==> src/sv/qrs_pkg.sv <==
`default_nettype none

package qrs_pkg;

    // field widths
    localparam int COEF_W = 16;
    localparam int FRAC_W = 16;
    localparam int OUT_W  = 33;

    // internal widths at the fixed coefficient and fraction widths
    localparam int DMAG_W = 2 * COEF_W + 1;          // |b*b - 4ac|
    localparam int ROOT_W = DMAG_W;                  // sqrt of |D| << 2F
    localparam int NB_W   = COEF_W + FRAC_W + 1;     // -b << F
    localparam int DEN_W  = COEF_W + 2;              // 2a, signed
    localparam int NUM_W  = ROOT_W + 2;              // nb +/- s, signed
    localparam int DMAGN_W = DEN_W - 1;              // |2a|

    typedef enum logic [1:0] {
        KIND_DISTINCT = 2'd0,
        KIND_EQUAL    = 2'd1,
        KIND_COMPLEX  = 2'd2,
        KIND_INVALID  = 2'd3
    } root_kind_t;

    // carried alongside the square root pipeline
    typedef struct packed {
        root_kind_t              kind;
        logic signed [NB_W-1:0]  nb;
        logic signed [DEN_W-1:0] den;
    } sq_side_t;

    // carried alongside the divider pipelines
    typedef struct packed {
        root_kind_t kind;
        logic       neg;
    } div_side_t;

endpackage

`default_nettype wire

==> src/sv/qrs_div_pipe.sv <==
`default_nettype none

module qrs_div_pipe
    import qrs_pkg::*;
#(
    parameter int NW   = NUM_W,
    parameter int DW   = DMAGN_W,
    parameter int SB_W = $bits(div_side_t)
) (
    input  wire logic            clk,
    input  wire logic            rst_n,
    input  wire logic            ce,
    input  wire logic            in_valid,
    input  wire logic [NW-1:0]   num,
    input  wire logic [DW-1:0]   den,
    input  wire logic [SB_W-1:0] in_side,
    output logic                 out_valid,
    output logic [NW-1:0]        quot,
    output logic [SB_W-1:0]      out_side
);

    // restoring division, one quotient bit per stage
    logic [DW-1:0]   rem_reg  [NW];
    logic [NW-1:0]   q_reg    [NW];
    logic [NW-1:0]   num_reg  [NW];
    logic [DW-1:0]   den_reg  [NW];
    logic [SB_W-1:0] side_reg [NW];
    logic            vld_reg  [NW];

    for (genvar i = 0; i < NW; i++) begin : g_stage
        logic [DW-1:0]   rem_in;
        logic [NW-1:0]   q_in;
        logic [NW-1:0]   num_in;
        logic [DW-1:0]   den_in;
        logic [SB_W-1:0] side_in;
        logic            vld_in;
        logic [DW:0]     cur;
        logic [DW:0]     diff;
        logic            ge;

        if (i == 0) begin : g_first
            assign rem_in  = '0;
            assign q_in    = '0;
            assign num_in  = num;
            assign den_in  = den;
            assign side_in = in_side;
            assign vld_in  = in_valid;
        end
        else begin : g_next
            assign rem_in  = rem_reg[i-1];
            assign q_in    = q_reg[i-1];
            assign num_in  = num_reg[i-1];
            assign den_in  = den_reg[i-1];
            assign side_in = side_reg[i-1];
            assign vld_in  = vld_reg[i-1];
        end

        // shift in the next numerator bit and subtract if it fits
        assign cur  = {rem_in, num_in[NW-1]};
        assign ge   = (cur >= {1'b0, den_in});
        assign diff = cur - {1'b0, den_in};

        always_ff @(posedge clk or negedge rst_n)
        begin
            if (!rst_n)
                vld_reg[i] <= 1'b0;
            else if (ce)
                vld_reg[i] <= vld_in;
        end

        always_ff @(posedge clk)
        begin
            if (ce)
            begin
                rem_reg[i]  <= ge ? diff[DW-1:0] : cur[DW-1:0];
                q_reg[i]    <= {q_in[NW-2:0], ge};
                num_reg[i]  <= {num_in[NW-2:0], 1'b0};
                den_reg[i]  <= den_in;
                side_reg[i] <= side_in;
            end
        end
    end

    assign out_valid = vld_reg[NW-1];
    assign quot      = q_reg[NW-1];
    assign out_side  = side_reg[NW-1];

endmodule

`default_nettype wire
==> config.mk <==
export PLATFORM = sky130hd
export DESIGN_NAME = qrs_div_pipe
export DESIGN_NICKNAME = d
export VERILOG_FILES = /design/src/sv/qrs_pkg.sv /design/src/sv/qrs_div_pipe.sv
export SDC_FILE = /design/constraint.sdc
export NUM_CORES = 2
export LEC_CHECK = 0
export ABC_CLOCK_PERIOD_IN_PS = 5800
export BUFFER_PORTS_ARGS = -buffer_cell sky130_fd_sc_hd__buf_2
export CORE_UTILIZATION = 56
export DETAILED_ROUTE_END_ITERATION = 7
export GPL_TIMING_DRIVEN = 0
export PLACE_DENSITY = 0.72
export SETUP_SLACK_MARGIN = 0.3
export SLEW_MARGIN = 10
export SYNTH_ARGS = -nofsm -noshare
export SYNTH_HDL_FRONTEND = slang
export SYNTH_SLANG_ARGS = --single-unit
export TNS_END_PERCENT = 10
==> constraint.sdc <==
create_clock -name clk -period 5.8 [get_ports clk]
set_input_delay 0.87 -clock clk [delete_from_list [all_inputs] [get_ports clk]]
set_output_delay 0.87 -clock clk [all_outputs]
set_load 0.005 [all_outputs]
## Word level (Yosys, flattened, before mapping)

Memory sizes are Yosys's and may differ from the RTL's.
Index checks and enable logic that the tools add are counted.

- Register bits after elaboration: 35
- Bits in latches: 0
- Memory bits (writable): 3,710
- Memory bits (read-only): 0
- Bits of input ports: 59
- Output and inout port bits: 39
- Memories: 5

Memory list:

| memory | depth | bits a word | read ports | clocked after memory_dff | wr ports | RTL line | source |
|---|---|---|---|---|---|---|---|
| q_reg | 35 | 35 | 35 | 0 | 35 | qrs_div_pipe.sv:24 | `logic [NW-1:0] q_reg [NW];` |
| num_reg | 35 | 34 | 34 | 0 | 35 | qrs_div_pipe.sv:25 | `logic [NW-1:0] num_reg [NW];` |
| den_reg | 35 | 17 | 34 | 0 | 35 | qrs_div_pipe.sv:26 | `logic [DW-1:0] den_reg [NW];` |
| rem_reg | 35 | 17 | 34 | 0 | 35 | qrs_div_pipe.sv:23 | `logic [DW-1:0] rem_reg [NW];` |
| side_reg | 35 | 3 | 35 | 0 | 35 | qrs_div_pipe.sv:27 | `logic [SB_W-1:0] side_reg [NW];` |

- Add/subtract/negate cells: 35
- Multiply operators: 0
- Div/mod/pow operators: 0
- Order comparisons: 35
- Eq/ne operators: 0
- Shift-type cells: 0
- Muxes and demuxes: 37
- Bitwise gates (word level): 0
- Reductions and logical operators: 0

Operators with widths:

| kind | count |
|---|---|
| 18-bit by 17-bit greater-or-equal comparator with 1-bit output | 34 |
| 17-bit two-way mux | 35 |
| 17-bit subtractor | 34 |
| 1-bit by 17-bit greater-or-equal comparator with 1-bit output | 1 |
| 1-bit by 17-bit subtractor with 17-bit output | 1 |
| 1-bit two-way mux | 2 |

## Depth between registers and ports, before layout

An unclocked memory read counts as a cell.

- Word-level depth: 3
- Gate-level depth with buffers: 15
- Depth with buffers taken out: 13

## Least setup slack after synthesis

No wires, ideal clock.

- Path type: register -> register
- Start: memory num_reg[11][33] (netlist name)
- End: memory rem_reg[12][10] (netlist name), data pin
- Library setup time: 0.260 ns
- Arrival: 3.092 ns
- Required time: 5.540 ns
- Path slack: 2.447 ns
- Stages on the path, launching flop included: 15
- Path buffers: 1
- Path through: edfxtp_1 -> inv_1 -> ha_1 -> inv_1 -> fa_1 -> a21o_1 -> a21o_1 -> a21oi_2 -> o21ai_2 -> a211oi_2 -> o211a_1 -> nand3_2 -> a311oi_4 -> buf_8 -> mux2_4

RTL lines:

| what | RTL line |
|---|---|
| start: declaration | qrs_div_pipe.sv:25 |
| end: declaration | qrs_div_pipe.sv:23 |

==> impl_metrics.ini <==
[critical_path]
regToRegEndpoint = rem_reg[25][7]
r2r_setup_slack_ps = 1250
crit_path_end_kind = register
path_max_fanout = 10
worstSetupPathType = register to register
required_ps = 6380
reg2regPathDepth = 13
worst_r2r_startpoint = num_reg[24][33]
cp-start-kind = register
worstPathArrival_ps = 5130

[route]
routedWlPerCell_um = 17.74
drt_wl_total_um = 184900
drc = 0
dr.first_iter.drc_count = 4106
num_vias = 57420
via_per_inst = 5.509
ant_nets = 0
drtPass1Iterations = 6

[finish]
fillCellCount = 13990
final_nets = 8383
largest_register_ffs = 630
seq_area_mm2 = 0.07553
synthToLayoutAreaGrowth_pct = 11.70
antenna_cells = 0
multi_input_area_mm2 = 0.03038
drive_gt1_frac = 0.1165

[clocking]
cts_setup_buffers = 0
clkSinkCount = 2521
cts_buffers = 280
cts_max_level = 5
clk_pin_slew_ps = 60
cts.path.max_buffers = 4
cts_tree = built
clock_latency_ps = 930
cts-resized-gates = 0
ctsHoldBuffers = 1
clock-root-buffer = clkbuf_16

[power]
power.density_mw_per_mm2 = 522.9
irDropWorstVdd_mv = 0.3395
cellLeakagePower_nw = 46.96

[floorplanning]
die_y_um = 443.4
initial_utilization = 0.5654
pin_count = 98
coreArea_mm2 = 0.1930
die_area_mm2 = 0.1966
std_cell_rows = 161
dieWidth_um = 443.4

[timing]
tightest_slew_ps = 993.6
finalCritPeriodShare = 0.7844
layout_setup_ws_ps = 1250
drv_slew = 0
fmax_mhz = 219.8
slew_headroom = 0.3331
grt_setup_unrepaired = no
setup_tns_ps = 0
hold_viol_final = 0
fin_crit_ps = 4550
finalClockSkew_ps = 63.08
setup_viol = 0

[hold_path]
whs_path_depth = 1
worstHoldEndpoint = num_reg[0][13]
hp-class = input port to register
hold_path_startpoint = num[13]

[run]
cap_violations = 0

[global_route]
grt_overflow = 0
grt_max_degree = 174
grt_pass1_wl_um = 297800
grt_pass1_vias = 57280
antenna_found_initial = 0
track_usage = 0.1878

[logic_synthesis]
yosysUniqueCellTypes = 92
synth_edf_count = 2486
synth_flop_cell = edfxtp_1
yosysTopAreaCell = edfxtp_1
yosysMostFrequentCell = edfxtp_1
synth-seq-area-share = 0.6922
ys_ff_latch = 2521
yosys-top-cells-count = edfxtp_1 (2486), inv_1 (748), ha_1 (580)
avgSynthCellArea_um2 = 14.92
async_reset_ff_frac = 0.01388
synthCells = 7315
synth_top_area_frac = 0.6842
syn_nets = 7987
synth_area_leaders = edfxtp_1 (68%), ha_1 (6.7%), mux2_2 (3.4%)
netlist_area_mm2 = 0.1091
yosys_warnings = 0

[outcome]
status = completed

[place]
port_buffers = 97
gp_congestion = 0.9012
place_hpwl_um = 125200
preCtsSetupSlack_ps = 1248
how the worst max path moves through the flow:
stage               slack (ps)             from  cells past startpoint               to
floorplan                 2450  num_reg[11][33]                     14  rem_reg[12][10]
global placement        -34280               ce                      1    q_reg[34][14]
detailed placement        1250               ce                      5    q_reg[33][14]
CTS                       1360  num_reg[24][33]                     13   rem_reg[25][7]
global route               970  num_reg[24][33]                     13   rem_reg[25][2]
finish                    1250  num_reg[24][33]                     13   rem_reg[25][7]
worst max-delay path: stages, from the launching register on:
cell and delay, ps:
edfxtp_1 390, inv_1 80, ha_1 160, inv_1 60, fa_1 410, a21o_1 210
a21oi_1 270, o21ai_0 130, a21oi_1 470, o31ai_1 300, a311o_1 400, a31oi_1 680
clkbuf_1 470, o21ai_0 210
cell usage in the layout, fill, tap and decap left out, drive strengths merged, types with 168 or more instances in the layout:
master	count
a21oi	422
edfxtp	2486
clkbuf	382
mux2	340
a21o	221
ha	580
nor2	325
nand2	312
inv	753
xor2	168
xnor2	292
o21ai	356
through the flow:
stage / hold slack (ps) / utilization / instances / total power [mW] / area [um2]
floorplan: 400.3 / - / 7315 / 41.84 / 109100
global placement: 400.1 / 0.5843 / 9938 / 47.89 / 112800
detailed placement: 404.5 / 0.5867 / 9954 / 47.10 / 113200
CTS: 52.01 / 0.6316 / 10420 / 64.30 / 121900
global route: 71.08 / 0.6316 / 10420 / 67.53 / 121900
finish: 135.6 / 0.6316 / 10420 / 63.73 / 121900
per-layer routing:
layer  vias up  wire length, um  track usage
li1      28050                -            -
met1     27820            81890       0.2525
met2      1168            89900       0.3130
met3       389             7714      0.02908
met4         0             5411      0.06399
met5         -                0            0
cell families after synthesis:
kind of cell / share of synthesized area
compound gates: 0.08510
simple gates: 0.04605
fa+ha+maj: 0.07256
xor+xnor: 0.03692
mux: 0.03781
buf+inv: 0.02938
flops: 0.6922
power by group:
group	switching (mW)	internal [mW]	total (mW)
combinational	11.1	9.45	20.6
sequential	1.70	24.6	26.3
clock	6.72	10.1	16.8
total	19.6	44.2	63.7
layout make-up:
cell class | instances | share of cell area
multi-input combinational | 3964 | 0.2493
timing repair buffer | 114 | 0.007802
sequential | 2521 | 0.6197
buffer | 81 | 0.003234
tap | 2526 | 0.02593
clock buffer | 336 | 0.06077
inverter | 749 | 0.02307
clock inverter | 132 | 0.01028
No activity file was read; power rests on OpenSTA's default activity.
